[src/sv/idbw_pkg.sv]
// idbw_pkg: shared types and constants of the i2c display byte writer
// frame layout, control byte codes, register map and the pin write struct
// no dependencies
package idbw_pkg;

    localparam int unsigned STEP_W       = 7;
    localparam int unsigned FRAME_WRITES = 85;
    localparam int unsigned START_WRITES = 4;
    localparam int unsigned BYTE_WRITES  = 26;
    localparam int unsigned BIT_WRITES   = 24;
    localparam int unsigned STOP_FIRST   = START_WRITES + 3 * BYTE_WRITES;

    localparam logic [STEP_W-1:0] LAST_STEP = STEP_W'(FRAME_WRITES - 1);

    localparam logic [7:0] CTRL_CMD     = 8'h00;
    localparam logic [7:0] CTRL_DATA    = 8'h40;
    localparam logic [7:0] DEV_ADDR_RST = 8'h78;

    localparam int unsigned PADDR_W = 3;
    localparam logic        REG_DEV_ADDR = 1'b0;

    localparam logic OP_REQUEST = 1'b0;
    localparam logic OP_TICK    = 1'b1;

    // one pin write: at most one of the two pins changes per step
    typedef struct packed {
        logic scl_we;
        logic scl_val;
        logic sda_we;
        logic sda_val;
    } t_pin_wr;

endpackage

[src/sv/idbw_in_if.sv]
// idbw_in_if: request channel of the i2c display byte writer
// valid/ready handshake carrying op, is_data and value
// no dependencies
interface idbw_in_if;
    logic       valid;
    logic       ready;
    logic       op;
    logic       is_data;
    logic [7:0] value;

    modport source (output valid, output op, output is_data, output value, input ready);
    modport sink   (input valid, input op, input is_data, input value, output ready);
endinterface

[src/sv/idbw_out_if.sv]
// idbw_out_if: result channel of the i2c display byte writer
// valid/ready handshake carrying pin levels and status flags
// no dependencies
interface idbw_out_if;
    logic valid;
    logic ready;
    logic scl;
    logic sda;
    logic busy_res;
    logic accepted;
    logic frame_end;

    modport source (output valid, output scl, output sda, output busy_res,
                    output accepted, output frame_end, input ready);
    modport sink   (input valid, input scl, input sda, input busy_res,
                    input accepted, input frame_end, output ready);
endinterface

[src/sv/idbw_apb_regs.sv]
// idbw_apb_regs: apb-style configuration port holding the device address
// depends on idbw_pkg
module idbw_apb_regs (
    input  logic                         i_clk,
    input  logic                         i_rst_n,
    input  logic                         i_psel,
    input  logic                         i_penable,
    input  logic                         i_pwrite,
    input  logic [idbw_pkg::PADDR_W-1:0] i_paddr,
    input  logic [31:0]                  i_pwdata,
    output logic [31:0]                  o_prdata,
    output logic                         o_pready,
    output logic [7:0]                   o_dev_addr
);
    logic [7:0] r_addr_val;
    logic [7:0] n_addr_val;
    logic       w_sel_addr;

    assign w_sel_addr = (i_paddr[2] == idbw_pkg::REG_DEV_ADDR);

    always_comb begin
        n_addr_val = r_addr_val;
        if (i_psel && i_penable && i_pwrite && w_sel_addr) begin
            n_addr_val = i_pwdata[7:0];
        end
    end

    always_ff @(posedge i_clk) begin
        if (!i_rst_n) begin
            r_addr_val <= idbw_pkg::DEV_ADDR_RST;
        end else begin
            r_addr_val <= n_addr_val;
        end
    end

    assign o_prdata   = w_sel_addr ? {24'd0, r_addr_val} : 32'd0;
    assign o_pready   = 1'b1;
    assign o_dev_addr = r_addr_val;
endmodule

[src/sv/idbw_step_dec.sv]
// idbw_step_dec: decodes a frame step number into the pin write it applies
// start, three bytes msb first, each with an unsampled acknowledge clock, then stop
// depends on idbw_pkg
module idbw_step_dec (
    input  logic [idbw_pkg::STEP_W-1:0] i_step,
    input  logic [7:0]                  i_dev_addr,
    input  logic                        i_data_flag,
    input  logic [7:0]                  i_payload,
    output idbw_pkg::t_pin_wr           o_wr
);
    logic [idbw_pkg::STEP_W-1:0] w_t;
    logic [4:0]                  w_r;
    logic [1:0]                  w_which;
    logic [8:0]                  w_prod;
    logic [2:0]                  w_bit;
    logic [4:0]                  w_three_bit;
    logic [1:0]                  w_phase;
    logic [7:0]                  w_byte;
    logic [idbw_pkg::STEP_W-1:0] w_k;

    always_comb begin
        w_t = i_step - idbw_pkg::STEP_W'(idbw_pkg::START_WRITES);
        if (w_t < idbw_pkg::STEP_W'(idbw_pkg::BYTE_WRITES)) begin
            w_which = 2'd0;
            w_r     = w_t[4:0];
        end else if (w_t < idbw_pkg::STEP_W'(2 * idbw_pkg::BYTE_WRITES)) begin
            w_which = 2'd1;
            w_r     = 5'(w_t - idbw_pkg::STEP_W'(idbw_pkg::BYTE_WRITES));
        end else begin
            w_which = 2'd2;
            w_r     = 5'(w_t - idbw_pkg::STEP_W'(2 * idbw_pkg::BYTE_WRITES));
        end
        // r / 3 for r below 24 as (r * 11) >> 5
        w_prod      = {4'd0, w_r} * 9'd11;
        w_bit       = w_prod[7:5];
        w_three_bit = {2'd0, w_bit} + {1'b0, w_bit, 1'b0};
        w_phase     = 2'(w_r - w_three_bit);
        case (w_which)
            2'd0:    w_byte = i_dev_addr;
            2'd1:    w_byte = i_data_flag ? idbw_pkg::CTRL_DATA : idbw_pkg::CTRL_CMD;
            default: w_byte = i_payload;
        endcase
        w_k = i_step - idbw_pkg::STEP_W'(idbw_pkg::STOP_FIRST);

        o_wr = '0;
        if (i_step < idbw_pkg::STEP_W'(idbw_pkg::START_WRITES)) begin
            case (i_step[1:0])
                2'd0:    begin o_wr.sda_we = 1'b1; o_wr.sda_val = 1'b1; end
                2'd1:    begin o_wr.scl_we = 1'b1; o_wr.scl_val = 1'b1; end
                2'd2:    begin o_wr.sda_we = 1'b1; o_wr.sda_val = 1'b0; end
                default: begin o_wr.scl_we = 1'b1; o_wr.scl_val = 1'b0; end
            endcase
        end else if (i_step < idbw_pkg::STEP_W'(idbw_pkg::STOP_FIRST)) begin
            if (w_r < 5'(idbw_pkg::BIT_WRITES)) begin
                case (w_phase)
                    2'd0: begin
                        o_wr.sda_we  = 1'b1;
                        o_wr.sda_val = w_byte[~w_bit];
                    end
                    2'd1:    begin o_wr.scl_we = 1'b1; o_wr.scl_val = 1'b1; end
                    default: begin o_wr.scl_we = 1'b1; o_wr.scl_val = 1'b0; end
                endcase
            end else begin
                // acknowledge clock, acknowledge not sampled
                o_wr.scl_we  = 1'b1;
                o_wr.scl_val = (w_r == 5'(idbw_pkg::BIT_WRITES));
            end
        end else begin
            case (w_k[1:0])
                2'd0:    begin o_wr.sda_we = 1'b1; o_wr.sda_val = 1'b0; end
                2'd1:    begin o_wr.scl_we = 1'b1; o_wr.scl_val = 1'b1; end
                default: begin o_wr.sda_we = 1'b1; o_wr.sda_val = 1'b1; end
            endcase
        end
    end
endmodule

[src/sv/i2c_display_byte_writer.sv]
// i2c_display_byte_writer: top level of the bit-banged i2c display byte writer
// frame state, pin levels and the result register
// depends on idbw_pkg, idbw_in_if, idbw_out_if, idbw_apb_regs, idbw_step_dec
//
// Usage: each request on i_in is either a transfer request (op 0, with is_data
// and value) or one tick of time (op 1). An accepted transfer request starts an
// 85-write frame: start, device address, control byte (0x40 data, 0x00 command),
// payload, stop; every later tick applies one pin write. A transfer request
// while a frame is in progress is refused and reported with accepted = 0.
// Every request gives exactly one result on o_out with the pin levels after it,
// busy_res, accepted and frame_end (set on the tick that applied the stop).
// The result is registered and becomes valid in the cycle after acceptance;
// one request is taken per cycle unless a result waits untaken on o_out.
// The result register frees the input side: i_in stays ready
// while o_out is empty or its result is taken in the same cycle, and stalls
// only while a result waits. The device address sits on the APB port at
// address 0 and is read live. After reset the pins are high, no frame is
// active, no result is pending and the device address is 0x78.
module i2c_display_byte_writer (
    input  logic                         i_clk,
    input  logic                         i_rst_n,
    idbw_in_if.sink                      i_in,
    idbw_out_if.source                   o_out,
    input  logic                         i_psel,
    input  logic                         i_penable,
    input  logic                         i_pwrite,
    input  logic [idbw_pkg::PADDR_W-1:0] i_paddr,
    input  logic [31:0]                  i_pwdata,
    output logic [31:0]                  o_prdata,
    output logic                         o_pready
);
    logic [7:0]                  w_dev_addr;
    logic                        w_take;
    logic [idbw_pkg::STEP_W-1:0] w_step_sat;
    idbw_pkg::t_pin_wr           w_wr;

    logic                        r_scl, n_scl;
    logic                        r_sda, n_sda;
    logic [idbw_pkg::STEP_W-1:0] r_step, n_step;
    logic                        r_sending, n_sending;
    logic                        r_data_flag, n_data_flag;
    logic [7:0]                  r_payload, n_payload;
    logic                        r_out_valid, n_out_valid;
    logic                        r_res_acc, n_res_acc;
    logic                        r_res_end, n_res_end;

    idbw_apb_regs u_regs (
        .i_clk      (i_clk),
        .i_rst_n    (i_rst_n),
        .i_psel     (i_psel),
        .i_penable  (i_penable),
        .i_pwrite   (i_pwrite),
        .i_paddr    (i_paddr),
        .i_pwdata   (i_pwdata),
        .o_prdata   (o_prdata),
        .o_pready   (o_pready),
        .o_dev_addr (w_dev_addr)
    );

    assign w_step_sat = (r_step > idbw_pkg::LAST_STEP) ? idbw_pkg::LAST_STEP : r_step;

    idbw_step_dec u_dec (
        .i_step      (w_step_sat),
        .i_dev_addr  (w_dev_addr),
        .i_data_flag (r_data_flag),
        .i_payload   (r_payload),
        .o_wr        (w_wr)
    );

    assign i_in.ready = !r_out_valid || o_out.ready;
    assign w_take     = i_in.valid && i_in.ready;

    always_comb begin
        n_scl       = r_scl;
        n_sda       = r_sda;
        n_step      = r_step;
        n_sending   = r_sending;
        n_data_flag = r_data_flag;
        n_payload   = r_payload;
        n_res_acc   = r_res_acc;
        n_res_end   = r_res_end;
        n_out_valid = r_out_valid && !o_out.ready;
        if (w_take) begin
            n_out_valid = 1'b1;
            n_res_acc   = 1'b0;
            n_res_end   = 1'b0;
            if (i_in.op == idbw_pkg::OP_REQUEST) begin
                if (!r_sending) begin
                    n_data_flag = i_in.is_data;
                    n_payload   = i_in.value;
                    n_step      = '0;
                    n_sending   = 1'b1;
                    n_res_acc   = 1'b1;
                end
            end else if (r_sending) begin
                if (w_wr.scl_we) begin
                    n_scl = w_wr.scl_val;
                end
                if (w_wr.sda_we) begin
                    n_sda = w_wr.sda_val;
                end
                if (w_step_sat == idbw_pkg::LAST_STEP) begin
                    n_sending = 1'b0;
                    n_step    = '0;
                    n_res_end = 1'b1;
                end else begin
                    n_step = w_step_sat + 1'b1;
                end
            end
        end
    end

    always_ff @(posedge i_clk) begin
        if (!i_rst_n) begin
            r_scl       <= 1'b1;
            r_sda       <= 1'b1;
            r_step      <= '0;
            r_sending   <= 1'b0;
            r_data_flag <= 1'b0;
            r_payload   <= 8'd0;
            r_out_valid <= 1'b0;
            r_res_acc   <= 1'b0;
            r_res_end   <= 1'b0;
        end else begin
            r_scl       <= n_scl;
            r_sda       <= n_sda;
            r_step      <= n_step;
            r_sending   <= n_sending;
            r_data_flag <= n_data_flag;
            r_payload   <= n_payload;
            r_out_valid <= n_out_valid;
            r_res_acc   <= n_res_acc;
            r_res_end   <= n_res_end;
        end
    end

    // pins and busy live in the frame state, which only moves on a taken request
    assign o_out.valid     = r_out_valid;
    assign o_out.scl       = r_scl;
    assign o_out.sda       = r_sda;
    assign o_out.busy_res  = r_sending;
    assign o_out.accepted  = r_res_acc;
    assign o_out.frame_end = r_res_end;
endmodule
[src/flat_wrapper.sv]
// flat-port wrapper written by rule: the top's interface ports become plain ports
module i2c_display_byte_writer_flat 
  (i_clk, i_rst_n, i_psel, i_penable, i_pwrite, i_paddr, i_pwdata, o_prdata, o_pready, i_in_valid, i_in_op, i_in_is_data, i_in_value, i_in_ready, o_out_valid, o_out_scl, o_out_sda, o_out_busy_res, o_out_accepted, o_out_frame_end, o_out_ready);
  idbw_in_if i_in_i ();
  idbw_out_if o_out_i ();
  input  logic i_clk;
  input  logic i_rst_n;
  input  logic i_psel;
  input  logic i_penable;
  input  logic i_pwrite;
  input  logic [idbw_pkg::PADDR_W-1:0] i_paddr;
  input  logic [31:0] i_pwdata;
  output logic [31:0] o_prdata;
  output logic o_pready;
  input wire logic [$bits(i_in_i.valid)-1:0] i_in_valid;
  input wire logic [$bits(i_in_i.op)-1:0] i_in_op;
  input wire logic [$bits(i_in_i.is_data)-1:0] i_in_is_data;
  input wire logic [$bits(i_in_i.value)-1:0] i_in_value;
  output wire logic [$bits(i_in_i.ready)-1:0] i_in_ready;
  output wire logic [$bits(o_out_i.valid)-1:0] o_out_valid;
  output wire logic [$bits(o_out_i.scl)-1:0] o_out_scl;
  output wire logic [$bits(o_out_i.sda)-1:0] o_out_sda;
  output wire logic [$bits(o_out_i.busy_res)-1:0] o_out_busy_res;
  output wire logic [$bits(o_out_i.accepted)-1:0] o_out_accepted;
  output wire logic [$bits(o_out_i.frame_end)-1:0] o_out_frame_end;
  input wire logic [$bits(o_out_i.ready)-1:0] o_out_ready;
  assign i_in_i.valid = i_in_valid;
  assign i_in_i.op = i_in_op;
  assign i_in_i.is_data = i_in_is_data;
  assign i_in_i.value = i_in_value;
  assign i_in_ready = i_in_i.ready;
  assign o_out_valid = o_out_i.valid;
  assign o_out_scl = o_out_i.scl;
  assign o_out_sda = o_out_i.sda;
  assign o_out_busy_res = o_out_i.busy_res;
  assign o_out_accepted = o_out_i.accepted;
  assign o_out_frame_end = o_out_i.frame_end;
  assign o_out_i.ready = o_out_ready;
  i2c_display_byte_writer u_core (.i_clk(i_clk), .i_rst_n(i_rst_n), .i_in(i_in_i), .o_out(o_out_i), .i_psel(i_psel), .i_penable(i_penable), .i_pwrite(i_pwrite), .i_paddr(i_paddr), .i_pwdata(i_pwdata), .o_prdata(o_prdata), .o_pready(o_pready));
endmodule
[config.mk]
export PLATFORM = sky130hd
export DESIGN_NAME = i2c_display_byte_writer_flat
export DESIGN_NICKNAME = d
export VERILOG_FILES = /design/src/sv/idbw_pkg.sv /design/src/sv/idbw_in_if.sv /design/src/sv/idbw_out_if.sv /design/src/sv/idbw_apb_regs.sv /design/src/sv/idbw_step_dec.sv /design/src/sv/i2c_display_byte_writer.sv /design/src/flat_wrapper.sv
export SDC_FILE = /design/constraint.sdc
export NUM_CORES = 1
export LEC_CHECK = 0
export BUFFER_PORTS_ARGS = -buffer_cell sky130_fd_sc_hd__buf_4
export CAP_MARGIN = 20
export CORE_ASPECT_RATIO = 1.2
export CORE_MARGIN = 8
export CORE_UTILIZATION = 56
export CTS_CLUSTER_SIZE = 28
export DETAILED_ROUTE_END_ITERATION = 6
export PLACE_DENSITY_LB_ADDON = 0.12
export RECOVER_POWER = 100
export SLEW_MARGIN = 20
export SYNTH_ARGS = -nofsm -noshare
export SYNTH_HDL_FRONTEND = slang
export SYNTH_SLANG_ARGS = --single-unit
[constraint.sdc]
create_clock -name i_clk -period 10.3 [get_ports i_clk]
set_input_delay 1.545 -clock i_clk [delete_from_list [all_inputs] [get_ports i_clk]]
set_output_delay 1.545 -clock i_clk [all_outputs]
set_load 0.02 [all_outputs]
# Word level (Yosys, flattened, before mapping)
# Index checks and enable logic that the tools add are counted.
[classes]
addsub = 7
mul = 1
div_mod_pow = 0
magnitude_cmp = 7
n_eq_ne = 9
shift = 0
mux = 33
bitwise = 4
reduce_logical = 17
[op_table]
columns = ["operator", "n"]
rows = [
  ["$mux W7", 6],
  ["$pmux W2 S2", 4],
  ["$pmux W8 S2", 1],
  ["$mux W2", 6],
  ["$mux W1", 10],
  ["$mux W5", 2],
  ["$sub A5 B5 Y5 const B", 2],
  ["$eq A2 B1 Y1 const B", 4],
  ["$logic_not A2 Y1", 4],
  ["$mul A5 B4 Y8 const B", 1],
  ["$mux W4", 2],
  ["$mux W8", 1],
  ["$reduce_and A4 Y1", 2],
  ["$add A7 B1 Y7 const B", 1],
  ["$eq A7 B7 Y1 const B", 1],
  ["$gt A7 B7 Y1 const B", 1],
  ["$lt A7 B3 Y1 const B", 1],
  ["$lt A7 B5 Y1 const B", 1],
  ["$lt A7 B6 Y1 const B", 1],
  ["$lt A7 B7 Y1 const B", 1],
  ["$sub A7 B3 Y7 const B", 1],
  ["$reduce_and A3 Y1", 2],
  ["$eq A5 B5 Y1 const B", 1],
  ["$logic_and A1 B1 Y1", 5],
  ["other kinds (14)", 17],
]
[word_totals]
ff_bits = 30
latch_bits = 0
ramBits = 0
romBits = 0
input_bits = 52
word_cells = 88
memories = 0

# Depth between registers and ports, before layout
[logic_depth]
word_depth = 15
depth_mapped = 31
ltp_nobuf = 28

# By module
# From an unflattened synthesis, not the netlist that was laid out.
[hier_totals]
hier_cells = 354
hier_area_um2 = 3010.4
[modules_own_cells]
columns = ["mod", "n_inst", "cells_per_inst", "area_each_um2", "seq_area_each_um2"]
rows = [
  ["idbw_step_dec", 1, 160, 1312.5, 0.0],
  ["i2c_display_byte_writer", 1, 124, 1087.3, 440.4],
  ["idbw_apb_regs", 1, 70, 610.6, 160.2],
]

# Least setup slack after synthesis
# Ideal clock, no wire load.
[synth_timing]
path_kind = "flip-flop to flip-flop"
start = "reg u_core.r_step[6] (netlist bit)"
end = "reg u_core.r_sda, in the netlist u_core.o_out.sda"
setup_time_ns = 0.122
t_arrival_ns = 6.186
t_required_ns = 10.178
path_slack_ns = 3.991
stages_incl_launch_ff = 31
n_path_buf = 4
synth_period_minus_slack_ns = 6.309
path_cell_list = "dfxtp_1 -> buf_6 -> clkbuf_4 -> nand3_1 -> and2_1 -> clkbuf_1 -> ha_1 -> nor3b_4 -> xnor2_4 -> o41a_1 -> buf_2 -> mux2i_1 -> a2bb2oi_1 -> ha_1 -> inv_1 -> fa_1 -> inv_1 -> ha_1 -> nand3_1 -> nor4b_1 -> nand3_1 -> or2b_1 -> o211ai_1 -> nor2_2 -> ha_1 -> xor2_1 -> or3_1 -> nand2_1 -> or4_1 -> a31oi_1 -> a21oi_1"
[synth_between]
elab_chain_len = 15
elab_cells_between_ends = 36
classes_between = "6 x add/sub; 1 x mul; 6 x order compare; 3 x eq/ne; 14 x mux; 1 x bitwise; 5 x reduce/logical"
[synth_rtl]
columns = ["element", "line_no", "text"]
rows = [
  ["from (decl)", "i2c_display_byte_writer.sv:39", "logic [idbw_pkg::STEP_W-1:0] r_step, n_step;"],
  ["from (signal assigned)", "i2c_display_byte_writer.sv:127", "r_step <= n_step;"],
  ["$gt A7 B7 Y1", "i2c_display_byte_writer.sv:60", "assign w_step_sat = (r_step > idbw_pkg::LAST_STEP) ? idbw_pkg::LAST_STEP : r_step;"],
  ["$mux W7 *", "i2c_display_byte_writer.sv:60", ""],
  ["$sub A7 B3 Y7", "idbw_step_dec.sv:22", "w_t = i_step - idbw_pkg::STEP_W'(idbw_pkg::START_WRITES);"],
  ["$lt A7 B6 Y1, or another cell as far along", "idbw_step_dec.sv:26", "end else if (w_t < idbw_pkg::STEP_W'(2 * idbw_pkg::BYTE_WRITES)) begin"],
  ["$mux W5", "idbw_step_dec.sv:26", ""],
  ["$mux W5", "idbw_step_dec.sv:23", "if (w_t < idbw_pkg::STEP_W'(idbw_pkg::BYTE_WRITES)) begin"],
  ["$mul A5 B4 Y8", "idbw_step_dec.sv:34", "w_prod = {4'd0, w_r} * 9'd11;"],
  ["$add A2 B2 Y2", "idbw_step_dec.sv:36", "w_three_bit = {2'd0, w_bit} + {1'b0, w_bit, 1'b0};"],
  ["$sub A2 B2 Y2", "idbw_step_dec.sv:37", "w_phase = 2'(w_r - w_three_bit);"],
  ["$logic_not A2 Y1", "idbw_step_dec.sv:55", "case (w_phase)"],
  ["$mux W2", "idbw_step_dec.sv:55", ""],
  ["$mux W2", "idbw_step_dec.sv:54", "if (w_r < 5'(idbw_pkg::BIT_WRITES)) begin"],
  ["$mux W4", "idbw_step_dec.sv:53", "end else if (i_step < idbw_pkg::STEP_W'(idbw_pkg::STOP_FIRST)) begin"],
  ["$mux W4 *", "idbw_step_dec.sv:46", "if (i_step < idbw_pkg::STEP_W'(idbw_pkg::START_WRITES)) begin"],
  ["$reduce_and A4 Y1 (no line)", "--", ""],
  ["to (signal assigned)", "i2c_display_byte_writer.sv:126", "r_sda <= n_sda;"],
  ["to (decl)", "i2c_display_byte_writer.sv:38", "logic r_sda, n_sda;"],
]
# Mark *: on every way between the ends. The rest lies on a longest branch, timed or not. The select of a mux whose other input is x is not followed.
# A chain may end at the register's enable or synchronous reset.

# Worst setup path after layout
# Ends and elaborated chain as after synthesis.

==> tab_implementation.tex <==
\begin{tabular}{lr}
\hline
Metric & Value \\
\hline
\multicolumn{2}{l}{\textbf{STA}} \\
Final worst path period share & between 70\% and 80\% \\
Number of max-slew violations in the final report & 0 \\
Smallest setup slack after layout & 2111 ps \\
Final setup vio count & 0 \\
RSZ-0062 raised after global routing & false \\
Final Hold Violating Endpoints & 0 \\
Setup TNS & 0 ps \\
Slew margin rel. & between 20 and 30\% \\
Worst clock skew & about 9.8 ps \\
Achievable frequency & 0.1221 GHz \\
Transition time at the pin with the least slew margin & around 1100 ps \\
Post-route minimum period & 8189 ps \\
\multicolumn{2}{l}{\textbf{Yosys}} \\
Flip-flop and latch count after synthesis & 30 \\
Number of enable-type register cells in the synthesized netlist & 0 \\
Cell variety after synth & 60 \\
Yosys synthesis warning count & 0 \\
Async set-reset flop share out of synthesis & 0\% \\
Area of the mapped netlist & around 0.0029 mm² \\
Cell count after synthesis & approximately 350 \\
Primary flip-flop cell chosen by synthesis mapping & sky130\_fd\_sc\_hd\_\_dfxtp\_1 \\
Average cell area after synthesis & around 8.2 µm² \\
Sequential share of the synthesized area & about a fifth \\
\multicolumn{2}{l}{\textbf{Power and ir drop}} \\
Net Sw Power & between 70 and 80 µW \\
Clock network fraction of total power & between 30\% and 40\% \\
Internal Power & $\sim$190 µW \\
Lkg Pwr & between 1 and 1.5 nW \\
PD cells & around 86 mW/mm² \\
Net Sw Frac & 28.31\% \\
Final Total Pwr & roughly 260 µW \\
Portion of total power attributed to sequential cells & 46.0\% \\
Comb pwr share & about 17\% \\
Peak supply drop & between 0.06 and 0.07 mV \\
\multicolumn{2}{l}{\textbf{Detailed routing}} \\
Detailed-routed wire length on met3 & roughly 470 µm \\
Total wire length & 6456 µm \\
DRC violation count after routing & 0 \\
Total routed wire length on the met1 layer & $\sim$2600 µm \\
Per-cell routed wire length & between 10 and 15 µm \\
Residual antenna-violating net count after detailed routing & 0 \\
Top metal layer carrying routed signals & met4 \\
Met2 routed wirelength & approximately 3300 µm \\
Number of DRC markers after the initial detailed-route iteration & roughly 130 \\
Average via count per standard cell & approximately 5.5 \\
Vias after detailed routing & 2456 \\
Detailed-router iteration count before antenna repair & 4 \\
\multicolumn{2}{l}{\textbf{Critical path}} \\
CP max stage delay & 820 ps \\
Crit. End Element & flop \\
Dominant delay contributor by cell family on the critical path & simple AND/OR/NAND/NOR gates \\
Highest-delay cell along the critical path & sky130\_fd\_sc\_hd\_\_dfxtp\_1 \\
Crit Path Category & reg -> reg \\
Most Frequent Cell on Critical Path & sky130\_fd\_sc\_hd\_\_ha\_1 \\
Number of buffers and inverters on the critical path & 2 \\
Top fanout value on the critical path & 17 \\
WP data arrival & 8350 ps \\
Required @ worst endpoint & about 10000 ps \\
Critical path startpoint category & flop \\
\multicolumn{2}{l}{\textbf{Cells and area}} \\
Area Overhead vs Synth & 7.112\% \\
Most common cell after layout, fill and taps aside & sky130\_fd\_sc\_hd\_\_nand2\_1 \\
Fill cell total of the finished layout & around 500 \\
Proportion of layout cells with a drive suffix above 1 & a little over a tenth \\
NumNets Final & roughly 460 \\
Most frequent cells in the layout & 42 x sky130\_fd\_sc\_hd\_\_nand2\_1, 30 x sky130\_fd\_sc\_hd\_\_dfxtp\_1, 29 x sky130\_fd\_sc\_hd\_\_ha\_1, 26 x sky130\_fd\_sc\_hd\_\_nor2b\_1, 25 x sky130\_fd\_sc\_hd\_\_conb\_1 \\
Final core occ & between 60\% and 70\% \\
Count of antenna diodes in the layout & 0 \\
Number of cells in the finished layout apart from fillers & between 400 and 500 \\
\multicolumn{2}{l}{\textbf{Placement}} \\
Placement Setup Slack & 2471 ps \\
Cell total after placement & 435 \\
Post-detail-place hpwl & $\sim$5100 µm \\
Routability Congestion & about 0.85 \\
Port buffer count & 40 \\
\multicolumn{2}{l}{\textbf{CTS}} \\
Clk buf depth & 2 \\
Clk root buf & sky130\_fd\_sc\_hd\_\_clkbuf\_8 \\
Count of clock tree sinks & 30 \\
Clock network latency to the later pin of the worst-skew pair & roughly 280 ps \\
Clock transition at the registers of the reported paths & about 70 ps \\
\# H-tree levels & 2 \\
CTS tree & built \\
Total of hold buffers inserted after clock tree synthesis & 0 \\
Post-cts gate resize count & 0 \\
Post-CTS setup-driven buffer insertion count & 0 \\
Number of buffers inserted during clock tree synthesis & 5 \\
\multicolumn{2}{l}{\textbf{GRT}} \\
Overall overflow remaining after global route & 0 \\
Vias in the first global route & 2361 \\
Number of antenna violations at the first check in global routing & 0 \\
Global-route usage over all layers & roughly 17\% \\
Maximum number of pins on one net before global-route repair & 33 \\
Wire length of the first global-routing pass & 10740 µm \\
\multicolumn{2}{l}{\textbf{Floorplanning}} \\
Die Y & 94.63 µm \\
Top-level port count & 92 \\
Core Footprint & 0.004940 mm² \\
Area of the die & approximately 0.0077 mm² \\
Chip width & around 80 µm \\
Starting Density & about three fifths \\
Placement row count & 28 \\
\multicolumn{2}{l}{\textbf{Hold path}} \\
HP Class & reg -> reg \\
\multicolumn{2}{l}{\textbf{Status}} \\
Status & finished, final reports clean \\
\multicolumn{2}{l}{\textbf{Job}} \\
Max-cap violations & 0 \\
\hline
\end{tabular}
==> worst reg2reg max path: stages (launching register included) <==
cell and delay [ps]:
sky130_fd_sc_hd__dfxtp_1 820, sky130_fd_sc_hd__o211a_1 310, sky130_fd_sc_hd__nor2_1 80, sky130_fd_sc_hd__nand2_1 270, sky130_fd_sc_hd__ha_1 310, sky130_fd_sc_hd__mux2_2 370
sky130_fd_sc_hd__o22ai_1 330, sky130_fd_sc_hd__o41a_1 490, sky130_fd_sc_hd__mux2i_1 140, sky130_fd_sc_hd__a2bb2oi_1 490, sky130_fd_sc_hd__ha_1 210, sky130_fd_sc_hd__inv_1 50
sky130_fd_sc_hd__fa_1 490, sky130_fd_sc_hd__inv_1 40, sky130_fd_sc_hd__ha_1 300, sky130_fd_sc_hd__nand3_1 110, sky130_fd_sc_hd__nor4b_1 810, sky130_fd_sc_hd__nor3_1 90
sky130_fd_sc_hd__a31oi_1 180, sky130_fd_sc_hd__nand3_1 110, sky130_fd_sc_hd__nor2_1 650, sky130_fd_sc_hd__ha_1 290, sky130_fd_sc_hd__xor2_1 170, sky130_fd_sc_hd__or3_1 140
sky130_fd_sc_hd__nand2_1 70, sky130_fd_sc_hd__or4_1 520, sky130_fd_sc_hd__a31oi_1 150, sky130_fd_sc_hd__a21oi_1 80
==> final cells by class <==
cell class	instances	area [µm²]	share of cell area, %
clock buffer	6	82.58	2.672
clock inverter	2	12.51	0.4049
inverter	18	67.56	2.186
multi-input combinational	287	2016	65.22
sequential	30	600.6	19.43
tap	60	75.07	2.429
timing repair buffer	40	236.5	7.652
==> final timing paths <==
path	start	cells past startpoint	endpoint	slack, ps
setup reg to reg	u_core.r_step[6]	27	u_core.o_out.sda	2110
hold reg to reg	u_core.o_out.accepted	2	u_core.o_out.accepted	470
hold / removal	u_core.o_out.accepted	2	u_core.o_out.accepted	470
setup / recovery	u_core.r_step[6]	27	u_core.o_out.sda	2110
==> state kept, by name (all words and copies together) (netlist names) <==
name and flops:
u_core.r_payload 8, u_core.o_out.frame_end 1, u_core.o_out.scl 1, u_core.o_out.valid 1, u_core.o_out.busy_res 1, u_core.u_regs.o_dev_addr 8
u_core.r_step 7, u_core.r_data_flag 1, u_core.o_out.sda 1, u_core.o_out.accepted 1
==> synthesized netlist by cell type, types with 2 or more instances <==
cell | count | area [µm²]
sky130_fd_sc_hd__nand2_1 | 42 | 157.7
sky130_fd_sc_hd__dfxtp_1 | 30 | 600.6
sky130_fd_sc_hd__ha_1 | 29 | 362.9
sky130_fd_sc_hd__nor2b_1 | 26 | 162.7
sky130_fd_sc_hd__buf_4 | 25 | 187.7
sky130_fd_sc_hd__inv_1 | 18 | 67.56
sky130_fd_sc_hd__nand3_1 | 17 | 85.08
sky130_fd_sc_hd__mux2i_1 | 16 | 160.2
sky130_fd_sc_hd__a21oi_1 | 12 | 60.06
sky130_fd_sc_hd__nor2_1 | 11 | 41.29
sky130_fd_sc_hd__o211ai_1 | 10 | 75.07
sky130_fd_sc_hd__o21ai_0 | 10 | 50.05
sky130_fd_sc_hd__a21boi_0 | 8 | 60.06
sky130_fd_sc_hd__clkbuf_1 | 8 | 30.03
sky130_fd_sc_hd__xor2_1 | 7 | 61.31
sky130_fd_sc_hd__a22oi_1 | 6 | 45.04
sky130_fd_sc_hd__xnor2_1 | 5 | 43.79
sky130_fd_sc_hd__a31oi_1 | 4 | 25.02
sky130_fd_sc_hd__and2_1 | 4 | 25.02
sky130_fd_sc_hd__and3_1 | 4 | 25.02
sky130_fd_sc_hd__buf_6 | 4 | 45.04
sky130_fd_sc_hd__a2bb2oi_1 | 3 | 26.28
sky130_fd_sc_hd__nor3_1 | 3 | 15.01
sky130_fd_sc_hd__o22ai_1 | 3 | 18.77
sky130_fd_sc_hd__a211oi_1 | 2 | 15.01
sky130_fd_sc_hd__conb_1 | 2 | 7.510
sky130_fd_sc_hd__nand2b_1 | 2 | 12.51
sky130_fd_sc_hd__nand4_1 | 2 | 12.51
sky130_fd_sc_hd__nand4b_1 | 2 | 17.52
sky130_fd_sc_hd__o2111ai_1 | 2 | 17.52
sky130_fd_sc_hd__o221ai_1 | 2 | 17.52
sky130_fd_sc_hd__o22a_1 | 2 | 17.52
sky130_fd_sc_hd__o311ai_0 | 2 | 17.52
sky130_fd_sc_hd__or3_1 | 2 | 12.51
sky130_fd_sc_hd__or4_1 | 2 | 15.01
==> power by group through the flow <==
stage	clock network (mW)	logic [mW]	registers (mW)
after CTS	0.100	0.0461	0.122
final	0.0988	0.0441	0.122
after detailed placement	0	0.0458	0.125
after global routing	0.107	0.0491	0.122
after floorplan	0	0.0368	0.125
after global placement	0	0.0452	0.124
==> through the flow <==
step                      instance area, µm²  hold WS [ps]
after floorplan                         2972         441.2
after global placement                  3068         453.5
after detailed placement                3068         461.1
after CTS                               3163         470.7
after global routing                    3090         491.3
final                                   3090         468.5
==> routing by layer <==
metal  global-route usage, %  up-vias
li1                        -     1243
met1                   19.42     1119
met2                   30.37       84
met3                   4.563       10
met4                   5.672        0
met5                       0        -
==> logic make-up after synthesis <==
group           after synthesis  share of synthesized area (%)
simple gates                126                          23.03
other cells                   2                         0.2603
compound gates               75                          19.12
flops                        30                          20.82
fa+ha+maj                    30                          13.27
xor+xnor                     14                          5.551
mux                          17                          5.941
buf+inv                      58                          12.01
(Power assumes the default switching activity.)
